### config.mk
export PLATFORM = sky130hd
export DESIGN_NAME = tgbs_front_flat
export DESIGN_NICKNAME = d
export VERILOG_FILES = /design/src/hdl/tgbs_pkg.sv /design/src/hdl/tgbs_ifs.sv /design/src/hdl/tgbs_front.sv /design/src/flat_wrapper.sv
export SDC_FILE = /design/constraint.sdc
export NUM_CORES = 1
export LEC_CHECK = 0
export ABC_AREA = 1
export BUFFER_PORTS_ARGS = -buffer_cell sky130_fd_sc_hd__buf_2
export CELL_PAD_IN_SITES_DETAIL_PLACEMENT = 0
export CELL_PAD_IN_SITES_GLOBAL_PLACEMENT = 1
export CORE_ASPECT_RATIO = 1.2
export CORE_MARGIN = 2
export CORE_UTILIZATION = 11
export DETAILED_ROUTE_END_ITERATION = 7
export GPL_ROUTABILITY_DRIVEN = 0
export PLACE_DENSITY = 0.83
export SKIP_LAST_GASP = 1
export SLEW_MARGIN = 10
export SYNTH_ARGS = -nofsm -noshare
export SYNTH_HDL_FRONTEND = slang
export SYNTH_SLANG_ARGS = --single-unit
### constraint.sdc
create_clock -name vclk -period 0.8
set_input_delay 0 -clock vclk [all_inputs]
set_output_delay 0 -clock vclk [all_outputs]
set_load 0.01 [all_outputs]
### src/hdl/tgbs_pkg.sv
// Shared types, constants and helper functions of the terrain grid bilinear sampler.
package tgbs_pkg;

  localparam int unsigned MAX_ROWS    = 256;
  localparam int unsigned MAX_COLS    = 256;
  localparam int unsigned ROW_W       = $clog2(MAX_ROWS);
  localparam int unsigned COL_W       = $clog2(MAX_COLS);
  localparam int unsigned GRID_DEPTH  = MAX_ROWS * MAX_COLS;
  localparam int unsigned GRID_AW     = $clog2(GRID_DEPTH);
  localparam int unsigned CNT_W       = 9;
  localparam int unsigned IDX_W       = 8;
  localparam int unsigned COORD_W     = 32;
  localparam int unsigned ELEV_W      = 24;
  localparam int unsigned WGT_W       = 20;
  localparam int unsigned W_FRAC      = 16;
  localparam int unsigned W_ONE       = 2 ** W_FRAC;
  localparam int unsigned W_SAT       = 2 ** 18;
  localparam int unsigned QUEUE_DEPTH = 2;
  localparam int unsigned CFG_IDX_W   = 2;

  localparam logic [CFG_IDX_W-1:0] REG_ROW_COUNT = 2'd0;
  localparam logic [CFG_IDX_W-1:0] REG_COL_COUNT = 2'd1;

  typedef enum logic [1:0] {
    CMD_WR_LAT  = 2'd0,
    CMD_WR_LNG  = 2'd1,
    CMD_WR_CELL = 2'd2,
    CMD_QUERY   = 2'd3
  } cmd_e;

  typedef enum logic [2:0] {
    OP_WR_LAT,
    OP_WR_LNG,
    OP_WR_CELL,
    OP_QUERY,
    OP_TOO_SMALL
  } op_e;

  typedef enum logic [1:0] {
    ST_BILINEAR  = 2'd0,
    ST_NEAREST   = 2'd1,
    ST_EMPTY     = 2'd2,
    ST_TOO_SMALL = 2'd3
  } status_e;

  typedef enum logic [3:0] {
    S_CLEAR,
    S_IDLE,
    S_SRCH_RD,
    S_SRCH_CMP,
    S_FETCH,
    S_DECIDE,
    S_DIV,
    S_MAC,
    S_ROUND,
    S_OUT
  } back_state_e;

  typedef struct packed {
    logic [1:0]                cmd;
    logic [IDX_W-1:0]          row_index;
    logic [IDX_W-1:0]          col_index;
    logic signed [COORD_W-1:0] axis_coord;
    logic signed [ELEV_W-1:0]  cell_elevation;
    logic signed [COORD_W-1:0] query_lat;
    logic signed [COORD_W-1:0] query_lng;
  } item_t;

  typedef struct packed {
    logic signed [ELEV_W-1:0] elevation_out;
    logic [1:0]               query_status;
  } result_t;

  // One classified transaction on its way from the front to the back.
  typedef struct packed {
    op_e                       op;
    logic [ROW_W-1:0]          row;
    logic [COL_W-1:0]          col;
    logic signed [COORD_W-1:0] a;
    logic signed [COORD_W-1:0] b;
    logic signed [ELEV_W-1:0]  elev;
  } entry_t;

  function automatic logic [CNT_W-1:0] clamp_count(input logic [CNT_W-1:0] c,
                                                   input int unsigned lim);
    clamp_count = (32'(c) > lim) ? CNT_W'(lim) : c;
  endfunction

  function automatic logic [COORD_W:0] abs33(input logic signed [COORD_W:0] v);
    abs33 = v[COORD_W] ? (COORD_W+1)'(-v) : (COORD_W+1)'(v);
  endfunction

endpackage

### src/hdl/tgbs_ifs.sv
// Handshake interfaces for the input, result and configuration channels.
interface tgbs_item_if;
  import tgbs_pkg::*;
  logic  valid;
  logic  ready;
  item_t item;
  modport source (output valid, output item, input ready);
  modport sink (input valid, input item, output ready);
endinterface


### src/hdl/tgbs_front.sv
// Front end: accepts input transactions and classifies them for the back end.
module tgbs_front (
  tgbs_item_if.sink                in_i,
  input  logic [tgbs_pkg::CNT_W-1:0] row_count_i,
  input  logic [tgbs_pkg::CNT_W-1:0] col_count_i,
  input  logic                     clearing_i,
  output logic                     push_valid_o,
  input  logic                     push_ready_i,
  output tgbs_pkg::entry_t         push_data_o
);
  import tgbs_pkg::*;

  logic row_ok, col_ok, keep, too_small;

  assign row_ok    = 32'(in_i.item.row_index) < MAX_ROWS;
  assign col_ok    = 32'(in_i.item.col_index) < MAX_COLS;
  assign too_small = (clamp_count(row_count_i, MAX_ROWS) < CNT_W'(2)) ||
                     (clamp_count(col_count_i, MAX_COLS) < CNT_W'(2));

  always_comb begin
    push_data_o.row  = ROW_W'(in_i.item.row_index);
    push_data_o.col  = COL_W'(in_i.item.col_index);
    push_data_o.a    = in_i.item.axis_coord;
    push_data_o.b    = in_i.item.query_lng;
    push_data_o.elev = in_i.item.cell_elevation;
    push_data_o.op   = OP_QUERY;
    keep             = 1'b1;
    case (cmd_e'(in_i.item.cmd))
      CMD_WR_LAT: begin
        push_data_o.op = OP_WR_LAT;
        keep           = row_ok;
      end
      CMD_WR_LNG: begin
        push_data_o.op = OP_WR_LNG;
        keep           = col_ok;
      end
      CMD_WR_CELL: begin
        push_data_o.op = OP_WR_CELL;
        keep           = row_ok && col_ok;
      end
      CMD_QUERY: begin
        push_data_o.a  = in_i.item.query_lat;
        push_data_o.op = too_small ? OP_TOO_SMALL : OP_QUERY;
      end
      default: keep = 1'b0;
    endcase
  end

  // Out-of-range writes are taken and dropped here.
  assign in_i.ready   = push_ready_i && !clearing_i;
  assign push_valid_o = in_i.valid && in_i.ready && keep;

endmodule

### src/flat_wrapper.sv
// flat-port wrapper written by rule: the top's interface ports become plain ports
module tgbs_front_flat import tgbs_pkg::*;
  (row_count_i, col_count_i, clearing_i, push_valid_o, push_ready_i, push_data_o, in_i_valid, in_i_item, in_i_ready);
  tgbs_item_if in_i_i ();
  input  logic [tgbs_pkg::CNT_W-1:0] row_count_i;
  input  logic [tgbs_pkg::CNT_W-1:0] col_count_i;
  input  logic clearing_i;
  output logic push_valid_o;
  input  logic push_ready_i;
  output tgbs_pkg::entry_t push_data_o;
  input wire logic [$bits(in_i_i.valid)-1:0] in_i_valid;
  input wire logic [$bits(in_i_i.item)-1:0] in_i_item;
  output wire logic [$bits(in_i_i.ready)-1:0] in_i_ready;
  assign in_i_i.valid = in_i_valid;
  assign in_i_i.item = in_i_item;
  assign in_i_ready = in_i_i.ready;
  tgbs_front u_core (.in_i(in_i_i), .row_count_i(row_count_i), .col_count_i(col_count_i), .clearing_i(clearing_i), .push_valid_o(push_valid_o), .push_ready_i(push_ready_i), .push_data_o(push_data_o));
endmodule
Word level (Yosys, flattened, before mapping)
Cells that the tools add are included.
{"block": "totals", "ff_bits": 0, "latch_bits": 0, "ramBits": 0, "mem_bits_ro": 0, "input_bits": 159, "output_inout_bits": 109, "elab_cells": 17, "memories": 0}
{"block": "classes", "add_sub_neg": 0, "multipliers": 0, "div": 0, "order_cmp": 4, "n_eq_ne": 3, "shifts": 0, "n_mux": 5, "bitwise_logic": 0, "reduce_logical": 5}
{"operator": "32-bit two-way mux", "count": 1}
{"operator": "9-bit greater-than comparator, second input constant", "count": 2}
{"operator": "9-bit by 2-bit < comparator with 1-bit output, second input constant", "count": 2}
{"operator": "9-bit two-way mux", "count": 2}
{"operator": "3-bit case mux with 4 select lines", "count": 1}
{"operator": "2-bit == test, second input constant", "count": 2}
{"operator": "3-bit two-way mux", "count": 1}
{"operator": "2-bit by 1-bit == test with 1-bit output, second input constant", "count": 1}
{"operator": "1-bit logical AND", "count": 2}
{"operator": "2-bit logical NOT", "count": 1}
{"operator": "1-bit logical NOT", "count": 1}
{"operator": "1-bit logical OR", "count": 1}

Depth between registers and ports, before layout
{"block": "logic_depth", "ltp_word": 6, "ltp_mapped": 6}

Worst setup path after synthesis
Ideal clock, no wire load.
{"block": "synth_timing", "kind": "input -> output", "startpoint": "input row_count_i[2] (netlist name)", "endpoint": "output push_data_o[106] (netlist name)", "t_arrival_ns": 0.456, "setup_slack_ns": 0.344, "path_stages": 5, "path_cell_list": "inv_1 -> nand2_1 -> nor2_1 -> nand2_1 -> a21oi_1"}
{"element": "from (decl)", "line": "flat_wrapper.sv:5", "source": "input logic [tgbs_pkg::CNT_W-1:0] row_count_i;"}
{"element": "to (decl)", "line": "flat_wrapper.sv:10", "source": "output tgbs_pkg::entry_t push_data_o;"}

==> summary.md <==
| Metric | Value |
|---|---|
| Status | `completed` |
| Netlist Area Pre-Place | `1140 µm²` |
| DP HPWL | `4320 µm` |
| Final hold slack | `0.00282 ps` |
| Starting Density | `0.113` |
| Seq pwr share | `0` |
| Vias in the first global route | `~1200` |
| Worst EP arrival | `710 ps` |
| Layout area overhead | `22.9%` |
| Fin worst setup slack | `roughly 87 ps` |
| Cell Area, Placed | `between 1000 and 1500 µm²` |
| Placed insts | `between 300 and 400` |
| Top cells by area, synth | `buf_4 48%, nand2_1 31%, nand2_2 5.5%, inv_1 3.3%, nor2_1 2.3%` |
| Worst-Margin Slew | `192 ps` |
| Slew headroom | `0.872` |
| DRC Markers | `0` |
| Share of cells above drive strength 1 | `0.545` |
| Hold Path Class | `in2out` |
| Die Y-Extent | `116 µm` |
| Crit share post-route | `0.892` |
| Setup TNS | `0 ps` |
| Via count | `between 1000 and 1500` |
| Dpl ws | `-56.9 ps` |
| FMAX | `approximately 1400 MHz` |
| Tot GR Track Use | `0.0772` |
| FFs & Latches | `0` |
| Critical Path RT | `800 ps` |
| Nets | `418` |
| Max Cap Viol | `0` |
| Ant diodes | `0` |
| ANT nets after route | `0` |
| Fin cells | `about 380` |
| Synth Net Count | `367` |
| Yosys cell types | `15` |
| Max VDD drop | `226 µV` |
| Fin crit period | `713 ps` |
| Yosys top cell area share | `0.481` |
| Row count | `40` |
| Synth warnings | `0` |
| Buffers added on ports | `122` |
| Drt via density | `around 3.4` |
| Critical path class | `in2out` |
| Int Power | `0.358 mW` |
| Global-route wire length before repair | `6510 µm` |
| Die Span X | `96.9 µm` |
| Core region area | `a little over 10000 µm²` |
| Post-CTS Setup Inserts | `0` |
| Crit. End Element | `primary output` |
| Power Total | `0.735 mW` |
| Switching fraction of total power | `0.513` |
| Power Density | `524 nW/µm²` |
| RSZ-0062 raised after global routing | `false` |
| Post-synth top area cell | `buf_4` |
| Finished Cell Area | `1400 µm²` |
| CP Launch Type | `input port` |
| Pin count of the biggest net entering global routing | `34` |
| Sequential cell area fraction in the yosys report | `0` |
| Overflow after GRT | `0` |
| Finished Core Util | `0.139` |
| Comb power frac | `1.000` |
| Drt total wl | `5200 µm` |
| Sw Pwr | `0.377 mW` |
| Clock share of power | `0` |
| I/O pin count | `268` |
| Initial antenna violation count | `0` |
| Final hold violation count | `0` |
| Syn Area/Cell | `between 5 and 6 µm²` |
| Wire per inst | `13.6 µm` |
| 1st-iter DRT viols | `24` |
| Synth Instances | `208` |
| DRT Pass-1 Iters | `4` |
| Slew Viols, Final | `0` |
| # clk buffers | `0` |
| Setup violators final | `0` |
| CP max FO | `16` |
| FF/Latch Area | `0 µm²` |
| Leakage | `approximately 0.92 nW` |
| Die ar. | `11200 µm²` |
## kinds of logic after synthesis
kind of cell	after synthesis	synth area share
AND/OR/NAND/NOR	118	0.428
buffers and inverters	89	0.568
AO/OA/AOI/OAI	1	0.00439
## power groups by stage
stage | logic (mW) | clock network, mW | registers, mW
2_1_floorplan | 0.682 | 0 | 0
3_3_place_gp | 0.723 | 0 | 0
3_5_place_dp | 0.718 | 0 | 0
4_1_cts | 0.724 | 0 | 0
5_1_grt | 0.827 | 0 | 0
6_report | 0.735 | 0 | 0
## worst max-delay path, cell delays in order
cell and delay (ps):
buf_4 130, nand2_8 130, buf_6 180, nand2_1 70
nand2_1 60, buf_2 120
## cell usage in the layout (no fill, tap or decap)
cell and count:
clkbuf_16 1, clkinv_8 1, buf_12 1, nand2_8 1
nand2_2 10, inv_6 1, nor2_1 7, inv_1 10
nand2_1 95, nand3_1 1, buf_2 120, a21oi_1 1
and2_1 2, buf_6 1, buf_4 3, nor3b_1 1
or2_2 1
## cells in the mapped netlist
cell type and n:
inv_6 1, nand2_1 95, buf_2 2, nand2_4 1
nor3b_1 1, or2_2 1, buf_12 1, buf_6 2
a21oi_1 1, nor2_1 7, inv_1 10, buf_4 73
nand2_2 10, nand3_1 1, and2_1 2
## routing by layer
layer  up-vias  share of wire  global-route usage
met4         0           0.10              0.0770
li1        639              -                   -
met1       504           0.29              0.0693
met2        96           0.50               0.142
met5         -              0                   0
met3        52           0.10              0.0175
## path summary, 6_finish.rpt
| check | end | startpoint | slack (ps) | depth (start not counted) |
|---|---|---|---|---|
| setup / recovery | push_data_o[76] | in_i_item[137] | 90 | 6 |
| hold / removal | push_data_o[37] | in_i_item[13] | 0.003 | 0 |
## layout make-up
| cell class | instances | area, µm² |
|---|---|---|
| fill | 1202 | 8660 |
| timing repair buffer | 126 | 679 |
| multi-input combinational | 119 | 502 |
| tap | 126 | 158 |
| inverter | 11 | 53.8 |
| timing repair inverter | 1 | 8.76 |
## what timing repair did
| item | CTS | global route |
|---|---|---|
| endpoints found under the setup margin | 4 | 16 |
| pin swaps | 0 | 1 |
| gates resized for setup | 1 | 7 |
| gates cloned | 0 | 2 |
| hold buffers | 0 | 0 |
Power figures use the tool's default switching activity.
