## config.mk

```make
export PLATFORM = sky130hd
export DESIGN_NAME = tgbs_queue
export DESIGN_NICKNAME = d
export VERILOG_FILES = /design/src/hdl/tgbs_pkg.sv /design/src/hdl/tgbs_queue.sv
export SDC_FILE = /design/constraint.sdc
export NUM_CORES = 1
export LEC_CHECK = 0
export ABC_CLOCK_PERIOD_IN_PS = 8500
export BUFFER_PORTS_ARGS = -buffer_cell sky130_fd_sc_hd__buf_2
export CAP_MARGIN = 20
export CELL_PAD_IN_SITES_DETAIL_PLACEMENT = 1
export CELL_PAD_IN_SITES_GLOBAL_PLACEMENT = 2
export CORE_ASPECT_RATIO = 0.9
export CORE_UTILIZATION = 43
export CTS_BUF_LIST = sky130_fd_sc_hd__clkbuf_2
export DETAILED_ROUTE_END_ITERATION = 8
export PLACE_DENSITY_LB_ADDON = 0.1
export SKIP_CTS_REPAIR_TIMING = 1
export SYNTH_ARGS = -nofsm -noshare
export SYNTH_HDL_FRONTEND = slang
export SYNTH_SLANG_ARGS = --single-unit
```

## constraint.sdc

```tcl
create_clock -name clk_i -period 8.5 [get_ports clk_i]
set_clock_uncertainty 0.1 [all_clocks]
set_input_delay 0 -clock clk_i [delete_from_list [all_inputs] [get_ports clk_i]]
set_output_delay 0 -clock clk_i [all_outputs]
set_load 0.005 [all_outputs]
```

## src/hdl/tgbs_pkg.sv

```systemverilog
// Shared types, constants and helper functions of the terrain grid bilinear sampler.
package tgbs_pkg;

  localparam int unsigned MAX_ROWS    = 256;
  localparam int unsigned MAX_COLS    = 256;
  localparam int unsigned ROW_W       = $clog2(MAX_ROWS);
  localparam int unsigned COL_W       = $clog2(MAX_COLS);
  localparam int unsigned GRID_DEPTH  = MAX_ROWS * MAX_COLS;
  localparam int unsigned GRID_AW     = $clog2(GRID_DEPTH);
  localparam int unsigned CNT_W       = 9;
  localparam int unsigned IDX_W       = 8;
  localparam int unsigned COORD_W     = 32;
  localparam int unsigned ELEV_W      = 24;
  localparam int unsigned WGT_W       = 20;
  localparam int unsigned W_FRAC      = 16;
  localparam int unsigned W_ONE       = 2 ** W_FRAC;
  localparam int unsigned W_SAT       = 2 ** 18;
  localparam int unsigned QUEUE_DEPTH = 2;
  localparam int unsigned CFG_IDX_W   = 2;

  localparam logic [CFG_IDX_W-1:0] REG_ROW_COUNT = 2'd0;
  localparam logic [CFG_IDX_W-1:0] REG_COL_COUNT = 2'd1;

  typedef enum logic [1:0] {
    CMD_WR_LAT  = 2'd0,
    CMD_WR_LNG  = 2'd1,
    CMD_WR_CELL = 2'd2,
    CMD_QUERY   = 2'd3
  } cmd_e;

  typedef enum logic [2:0] {
    OP_WR_LAT,
    OP_WR_LNG,
    OP_WR_CELL,
    OP_QUERY,
    OP_TOO_SMALL
  } op_e;

  typedef enum logic [1:0] {
    ST_BILINEAR  = 2'd0,
    ST_NEAREST   = 2'd1,
    ST_EMPTY     = 2'd2,
    ST_TOO_SMALL = 2'd3
  } status_e;

  typedef enum logic [3:0] {
    S_CLEAR,
    S_IDLE,
    S_SRCH_RD,
    S_SRCH_CMP,
    S_FETCH,
    S_DECIDE,
    S_DIV,
    S_MAC,
    S_ROUND,
    S_OUT
  } back_state_e;

  typedef struct packed {
    logic [1:0]                cmd;
    logic [IDX_W-1:0]          row_index;
    logic [IDX_W-1:0]          col_index;
    logic signed [COORD_W-1:0] axis_coord;
    logic signed [ELEV_W-1:0]  cell_elevation;
    logic signed [COORD_W-1:0] query_lat;
    logic signed [COORD_W-1:0] query_lng;
  } item_t;

  typedef struct packed {
    logic signed [ELEV_W-1:0] elevation_out;
    logic [1:0]               query_status;
  } result_t;

  // One classified transaction on its way from the front to the back.
  typedef struct packed {
    op_e                       op;
    logic [ROW_W-1:0]          row;
    logic [COL_W-1:0]          col;
    logic signed [COORD_W-1:0] a;
    logic signed [COORD_W-1:0] b;
    logic signed [ELEV_W-1:0]  elev;
  } entry_t;

  function automatic logic [CNT_W-1:0] clamp_count(input logic [CNT_W-1:0] c,
                                                   input int unsigned lim);
    clamp_count = (32'(c) > lim) ? CNT_W'(lim) : c;
  endfunction

  function automatic logic [COORD_W:0] abs33(input logic signed [COORD_W:0] v);
    abs33 = v[COORD_W] ? (COORD_W+1)'(-v) : (COORD_W+1)'(v);
  endfunction

endpackage

```

## src/hdl/tgbs_queue.sv

```systemverilog
// Short transaction queue between the front end and the back end.
module tgbs_queue (
  input  logic             clk_i,
  input  logic             rst_ni,
  input  logic             push_valid_i,
  output logic             push_ready_o,
  input  tgbs_pkg::entry_t push_data_i,
  output logic             pop_valid_o,
  input  logic             pop_ready_i,
  output tgbs_pkg::entry_t pop_data_o
);
  import tgbs_pkg::*;

  localparam int unsigned PTR_W = (QUEUE_DEPTH > 1) ? $clog2(QUEUE_DEPTH) : 1;
  localparam int unsigned NUM_W = $clog2(QUEUE_DEPTH + 1);

  entry_t           mem_q [QUEUE_DEPTH];
  logic [PTR_W-1:0] wr_q, wr_d, rd_q, rd_d;
  logic [NUM_W-1:0] num_q, num_d;
  logic             do_push, do_pop;

  assign push_ready_o = num_q != NUM_W'(QUEUE_DEPTH);
  assign pop_valid_o  = num_q != '0;
  assign pop_data_o   = mem_q[rd_q];
  assign do_push      = push_valid_i && push_ready_o;
  assign do_pop       = pop_valid_o && pop_ready_i;

  always_comb begin
    wr_d  = wr_q;
    rd_d  = rd_q;
    num_d = num_q;
    if (do_push) begin
      wr_d = (wr_q == PTR_W'(QUEUE_DEPTH - 1)) ? '0 : wr_q + 1'b1;
    end
    if (do_pop) begin
      rd_d = (rd_q == PTR_W'(QUEUE_DEPTH - 1)) ? '0 : rd_q + 1'b1;
    end
    if (do_push && !do_pop) begin
      num_d = num_q + 1'b1;
    end else if (do_pop && !do_push) begin
      num_d = num_q - 1'b1;
    end
  end

  always_ff @(posedge clk_i or negedge rst_ni) begin
    if (!rst_ni) begin
      wr_q  <= '0;
      rd_q  <= '0;
      num_q <= '0;
    end else begin
      wr_q  <= wr_d;
      rd_q  <= rd_d;
      num_q <= num_d;
    end
  end

  always_ff @(posedge clk_i) begin
    if (do_push) begin
      mem_q[wr_q] <= push_data_i;
    end
  end

endmodule

```

==> metrics.yaml, run 1 <==
die_h_um: 131
synth-seq-cells: 218
error: "[ERROR RSZ-0060] Max buffer count reached."
pin_count: 220
synthDistinctLibCells: 15
cts_buffers: 55
place_hpwl_mm: 10.5
cts_root_buffer: "clkbuf_2"
stop_stage: "global routing (5_1_grt)"
status: "aborted with a tool error"
syn_avg_cell_area_um2: 22.7
synth_top_area_share_pct: 80.5
die_w_um: 146
cts_sinks: 218
portBuffers: 219
cts_htree_levels: 2
syn-cell-area_mm2: 0.00799
clockBufferDepth: 3
synth_area_leaders: "edfxtp_1 80%, mux2_2 12%, mux2_4 3.8%, dfrtp_1 1.3%, buf_6 0.56%"
place_congestion: 0.732
syn_nets: 463
start_util_pct: 44.6
yosysTopAreaCell: "edfxtp_1"
grt_max_degree: 57
yosysWarnings: 0
yosysSeqAreaShare_pct: 81.7
synthCells: 351
rows: 46
-- cells in the mapped netlist, drive strengths merged --
| cell | number |
|---|---|
| nand2 | 2 |
| and3 | 1 |
| buf | 12 |
| nor2 | 2 |
| dfrtp | 4 |
| mux2 | 107 |
| edfxtp | 214 |
| ha | 1 |
| xor2 | 2 |
| inv | 1 |
| or2 | 1 |
| xnor2 | 3 |
| nand2b | 1 |
-- logic make-up after synthesis --
group / count (synthesis) / share of synthesized area [%]
XOR/XNOR: 5 / 0.549
adder cells (fa/ha/maj): 1 / 0.157
buffers and inverters: 13 / 1.11
flip-flops: 218 / 81.7
multiplexers: 107 / 16.0
AND/OR/NAND/NOR: 7 / 0.423
-- per-stage QoR --
stage	std cells	util, %	setup WS (ns)	hold slack, ns	area [um^2]
after floorplan	351	-	2.73	-0.396	7990
after global placement	802	52.2	5.96	-0.288	9340
after detailed placement	802	52.2	5.93	-0.285	9340
after CTS	895	54.9	5.16	-1.17	9820
==> run 2: changes to the inputs <==
==> config.mk (replaced) <==
export PLATFORM = sky130hd
export DESIGN_NAME = tgbs_queue
export DESIGN_NICKNAME = d
export VERILOG_FILES = /design/src/hdl/tgbs_pkg.sv /design/src/hdl/tgbs_queue.sv
export SDC_FILE = /design/constraint.sdc
export NUM_CORES = 1
export LEC_CHECK = 0
export ABC_CLOCK_PERIOD_IN_PS = 8500
export BUFFER_PORTS_ARGS = -buffer_cell sky130_fd_sc_hd__buf_2
export CAP_MARGIN = 20
export CORE_UTILIZATION = 40
export DETAILED_ROUTE_END_ITERATION = 8
export PLACE_DENSITY_LB_ADDON = 0.15
export SKIP_CTS_REPAIR_TIMING = 1
export SYNTH_ARGS = -nofsm -noshare
export SYNTH_HDL_FRONTEND = slang
export SYNTH_SLANG_ARGS = --single-unit
==> run 2 against run 1 <==
  * The run now ends clean
  * Synthesized cell count unchanged
  * Area after synthesis unchanged
==> metrics.yaml, run 2 <==
grt_max_degree: 64
largest_reg_flops: 214
drive_gt1_share_pct: 51.2
routed-wl-met2_mm: 7.41
yosysTopAreaCell: "edfxtp_1"
cts_root_buffer: "clkbuf_16"
pin_count: 220
place_congestion: 0.726
rows: 51
leakagePower_nw: 4.31
final_common_cell: "buf_2"
reg2reg_from: "num_q[0]"
drc: 0
yosysWarnings: 0
cts_buffers: 24
arrival_ns: 2.88
min_from: "push_data_i[35]"
finalCriticalPeriod_ns: 2.98
yosysSeqAreaShare_pct: 81.7
grt_pass1_vias: 4125
min_period_over_period_pct: 35.0
finalSetupTns_ns: 0
maxCapViolCount: 0
grt_first_pass_wirelength_mm: 22.2
synthDistinctLibCells: 15
crit_start: "rd_q"
synth_area_leaders: "edfxtp_1 80%, mux2_2 12%, mux2_4 3.8%, dfrtp_1 1.3%, buf_6 0.56%"
setup_viol: 0
dpl_worst_slack_ns: 5.91
drtAntennaViolNets: 0
crit_type: "flop to primary output"
die_h_um: 143
vias: 4425
synth-async-reset-ratio_pct: 1.83
synth_edf_count: 214
start_util_pct: 40.9
met3_length_mm: 1.45
fillers: 1521
routed_wl_mm: 15.9
wl_met1_mm: 6.75
largestRegisters: "mem_q (214), num_q (2)"
ir_drop_v: 0.000217
grtUsageTotal_pct: 14.3
clockBufferDepth: 3
cts_htree_levels: 1
avgRoutedWirePerCell_um: 16.2
status: "finished clean"
area_delta_synth_final_pct: 41.0
synth_top_area_share_pct: 80.5
antenna_found_initial: 0
worst_slew_pin_slew_ns: 0.947
antennaDiodeCount: 0
die_area_mm2: 0.0205
ys.flop_type: "edfxtp_1"
endpoint_kind: "primary output"
rsz0062_at_grt: "no"
synth_most_common_cell: "edfxtp_1"
grt_overflow: 0
cp-start-kind: "flop"
crit_fanout: 63
portBuffers: 219
drt_first_pass_iters: 4
nets: 811
cts_sinks: 218
cts.reportedPaths.clkPinSlew_ns: 0.06
syn-cell-area_mm2: 0.00799
fmax_mhz: 336
power.total_mw: 3.50
top_layer: "met4"
clk_latency_ns: 0.50
slew_headroom_pct: 36.8
drtIter0Drc: 217
drv_slew: 0
synthCells: 351
hp-class: "primary input to flop"
place_hpwl_mm: 9.46
synthTopCellsByCount: "214 x edfxtp_1, 87 x mux2_2, 20 x mux2_4, 8 x buf_2"
cts_tree: "done"
syn_avg_cell_area_um2: 22.7
timing.final.ws_setup_ns: 5.52
whs_ns: 0.118
largest_register: "mem_q"
synth-seq-cells: 218
core_mm2: 0.0195
required_ns: 8.40
post-route-util_pct: 57.7
syn_nets: 463
powerDensity_mw_per_mm2: 311
layout_common_cells: "219 x buf_2, 214 x edfxtp_1, 111 x dlygate4sd3_1"
die_w_um: 143
avgViaCountPerCell: 4.51
hold_violations: 0
[run 2: cell counts after synthesis]
No cell type changed its count.
[run 2: worst max-delay path, cell delays in order, from the launching register on]
cell     delay (ns)
dfrtp_4        0.88
buf_4          0.86
mux2_2         0.44
buf_2          0.13
[run 2: cell families (layout without fill, tap and decap cells)]
family        Yosys count  in the layout  share of synthesized area [%]
mux                   107            107                           16.0
fa+ha+maj               1              1                          0.157
xor+xnor                5              5                          0.549
simple gates            7              7                          0.423
buf+inv                13            379                           1.11
flops                 218            218                           81.7
[run 2: through the flow]
| step | cell area, um^2 | std cells |
|---|---|---|
| 4_1_cts | 10100 | 871 |
| 6_report | 11300 | 982 |
| 5_1_grt | 11300 | 982 |
| 3_5_place_dp | 9370 | 827 |
| 2_1_floorplan | 7990 | 351 |
| 3_3_place_gp | 9370 | 827 |
[run 2: area by class of cell]
cell class / count / area [um^2] / area share, %
flip-flops and latches: 218 / 6530 / 58.0
repair buffers: 334 / 2240 / 19.9
multi-input cells: 120 / 1380 / 12.3
clock buffers: 37 / 721 / 6.40
well taps: 265 / 332 / 2.94
clock inverters: 7 / 55.1 / 0.489
inverters: 1 / 3.75 / 0.0333
[run 2: where the power goes]
| group | internal, mW | total, mW | switching [mW] |
|---|---|---|---|
| clock network | 0.610 | 0.996 | 0.386 |
| logic | 0.494 | 0.930 | 0.436 |
| registers | 1.47 | 1.57 | 0.100 |
| total | 2.58 | 3.50 | 0.923 |
[run 2: final timing paths]
kind / slack, ns / endpoint / depth (start not counted)
max in group asynchronous: 7.80 / rd_q / 3
worst min register to register: 0.39 / num_q[1] / 1
min in group asynchronous: 0.30 / wr_q / 3
worst min-delay path: 0.12 / mem_q[0][35] / 2
worst max-delay path: 5.52 / pop_data_o[43] / 3
worst max register to register: 5.95 / mem_q[1][43] / 3
[run 2: layer usage]
metal	up-vias	track usage, %
li1	2090	-
met1	2145	18.4
met2	165	22.0
met3	25	6.40
met4	0	3.70
met5	-	0
No activity file was read; power rests on OpenSTA's default activity.
==> run 3: changes to the inputs <==
--- a/config.mk
+++ b/config.mk
@@ -5,7 +5,8 @@
 export SDC_FILE = /design/constraint.sdc
 export NUM_CORES = 1
 export LEC_CHECK = 0
-export ABC_CLOCK_PERIOD_IN_PS = 8500
+export ABC_AREA = 1
+export ABC_CLOCK_PERIOD_IN_PS = 2900
 export BUFFER_PORTS_ARGS = -buffer_cell sky130_fd_sc_hd__buf_2
 export CAP_MARGIN = 20
 export CORE_UTILIZATION = 40
==> constraint.sdc (replaced) <==
create_clock -name clk_i -period 2.9 [get_ports clk_i]
set_clock_uncertainty 0.1 [all_clocks]
set_input_delay 0 -clock clk_i [delete_from_list [all_inputs] [get_ports clk_i]]
set_output_delay 0 -clock clk_i [all_outputs]
set_load 0.005 [all_outputs]
==> run 3 against run 2 <==
  * Routed wire length is 9.2% higher
  * Count of clock-buffer cells in the layout is 6 lower
  * Register-to-register slack worse by 5.0 ns
  * Worst hold slack better by 0.010 ns
  * Critical path depth is 1 higher
  * Combinational power grew to 3.2 times the previous value
  * Core utilization is 0.20 points lower
  * Synthesized cell count is 67% higher
  * Cell count is 23% higher
  * Non-clock buffer count is 3 higher
  * Power grew to 3.0 times the previous value
  * Critical endpoint is now pop_data_o[8]
  * Highest routed layer unchanged
==> metrics.yaml, run 3 <==
status: "finished clean"
worst_path_max_delay_cell: "dfrtp_4"
synthTopCellsByCount: "331 x nand2_1, 214 x edfxtp_1, 17 x buf_2, 6 x inv_1"
slew_headroom_pct: 51.7
synth_area_leaders: "edfxtp_1 80%, nand2_1 16%, dfrtp_1 1.3%, buf_2 1.1%, buf_6 0.56%"
layout_common_cells: "331 x nand2_1, 219 x buf_2, 214 x edfxtp_1"
rsz0062_at_grt: "no"
final_common_cell: "nand2_1"
area_delta_synth_final_pct: 40.3
ir_drop_v: 0.000791
path_cells: "buf_4 -> nand2_1 -> nand2_1 -> buf_2"
synthCells: 587
powerDensity_mw_per_mm2: 924
hp-class: "primary input to flop"
syn_nets: 699
place_congestion: 0.705
antennaDiodeCount: 0
rows: 51
drive_gt1_share_pct: 27.7
place_hpwl_mm: 9.98
start_util_pct: 41.0
leakagePower_nw: 4.81
largest_register: "mem_q"
synth-async-reset-ratio_pct: 1.83
grt_overflow: 0
grtUsageTotal_pct: 15.9
synth-seq-cells: 218
cts_buffers: 23
drt_first_pass_iters: 4
portBuffers: 219
p_seq_share_pct: 43.7
cpPeakStageDelay_ns: 0.63
synth_edf_count: 214
setup_viol: 0
arrival_ns: 2.08
antenna_found_initial: 0
dpl_worst_slack_ns: 0.919
avgRoutedWirePerCell_um: 14.4
cts_root_buffer: "clkbuf_16"
yosysTopAreaCell: "edfxtp_1"
nets: 1038
grt_pass1_vias: 5082
hold_violations: 0
swShare_pct: 30.9
grt_first_pass_wirelength_mm: 25.1
yosysWarnings: 0
die_w_um: 143
grt_max_degree: 108
vias: 5367
syn_avg_cell_area_um2: 13.6
largest_reg_flops: 214
required_ns: 2.80
worst_slew_pin_slew_ns: 0.725
avgViaCountPerCell: 4.45
cts_tree: "done"
ys.flop_type: "edfxtp_1"
pin_count: 220
power.internal_mw: 7.17
endpoint_kind: "primary output"
routed_wl_mm: 17.4
clockBufferDepth: 3
fmax_mhz: 460
synth_top_area_share_pct: 80.4
dpl_cell_area_mm2: 0.00939
die_h_um: 143
cts_htree_levels: 1
finalCriticalPeriod_ns: 2.18
clk_latency_ns: 0.49
final_area_mm2: 0.0112
maxCapViolCount: 0
core_mm2: 0.0195
drtIter0Drc: 189
drc: 0
cts_sinks: 218
cp-start-kind: "flop"
combinationalPowerShare_pct: 28.9
cts.reportedPaths.clkPinSlew_ns: 0.06
crit_fanout: 49
synth_most_common_cell: "nand2_1"
min_period_over_period_pct: 75.0
drv_slew: 0
netSwitchingPower_mw: 3.20
cp_common_cell: "nand2_1"
timing.final.ws_setup_ns: 0.724
yosysSeqAreaShare_pct: 81.6
pwr-share-clk_pct: 27.4
synthDistinctLibCells: 14
drtAntennaViolNets: 0
syn-cell-area_mm2: 0.00800
crit_type: "flop to primary output"
largestRegisters: "mem_q (214), num_q (2)"
die_area_mm2: 0.0206
## run 3: cell types whose count changed after synthesis, sizes merged, moves of 2 or more
cell,change
mux2,-107
xnor2,-2
nand2,+329
buf,+11
inv,+6
nand3,+2
## run 3: path summary, 6_finish.rpt
path / from / to / slack [ns] / cells after the start
max: rd_q / pop_data_o[8] / 0.72 / 4
min: push_data_i[62] / mem_q[0][62] / 0.13 / 2
max reg2reg: num_q[0] / mem_q[0][2] / 0.94 / 5
min reg2reg: num_q[1] / num_q[1] / 0.40 / 2
max in group asynchronous: rst_ni / rd_q / 2.18 / 3
min in group asynchronous: rst_ni / rd_q / 0.32 / 3
## run 3: cell families (layout without fill, tap and decap cells)
kind of cell / count (synthesis) / after routing / synth area share (%)
XOR/XNOR: 2 / 2 / 0.219
adder cells (fa/ha/maj): 1 / 1 / 0.156
buffers and inverters: 30 / 383 / 2.17
flip-flops: 218 / 218 / 81.6
AND/OR/NAND/NOR: 336 / 336 / 15.8
## run 3: power by group through the flow
| stage | clock, mW | combinational, mW | sequential, mW |
|---|---|---|---|
| floorplan | 0 | 1.66 | 4.56 |
| global placement | 0 | 2.90 | 4.57 |
| detailed placement | 0 | 2.94 | 4.60 |
| CTS | 2.92 | 2.95 | 4.54 |
| global route | 3.02 | 3.41 | 4.60 |
| finish | 2.84 | 3.00 | 4.53 |
## run 3: final cells by class
| type | instances | area (um^2) |
|---|---|---|
| fillers | 1641 | 8300 |
| flip-flops and latches | 218 | 6530 |
| repair buffers | 337 | 2300 |
| multi-input cells | 339 | 1310 |
| clock buffers | 31 | 606 |
| well taps | 265 | 332 |
| clock inverters | 8 | 118 |
| inverters | 7 | 28.8 |
## run 3: routing by layer
| layer | wire length (um) | vias to the layer above | track usage, % |
|---|---|---|---|
| met3 | 1440 | 23 | 5.60 |
| met1 | 7560 | 2501 | 19.0 |
| met2 | 8050 | 189 | 27.1 |
| met4 | 299 | 0 | 4.48 |
| met5 | 0 | - | 0 |
| li1 | - | 2654 | - |
## run 3: critical path: cells and delay by family, from the launching register on
| kind | cells | cell delay [ns] |
|---|---|---|
| buf+inv | 2 | 0.64 |
| flops | 1 | 0.63 |
| simple gates | 2 | 0.25 |
## run 3: stage by stage
step / power [mW] / util [%] / std cells / hold slack, ns / setup TNS [ns]
after global placement: 7.47 / 48.1 / 1055 / -0.286 / 0
after detailed placement: 7.54 / 48.1 / 1055 / -0.281 / 0
final: 10.4 / 57.5 / 1205 / 0.128 / 0
after global routing: 11.0 / 57.5 / 1205 / 0.113 / 0
after floorplan: 6.21 / - / 587 / -0.396 / -227.63
after CTS: 10.4 / 51.8 / 1094 / -0.810 / 0
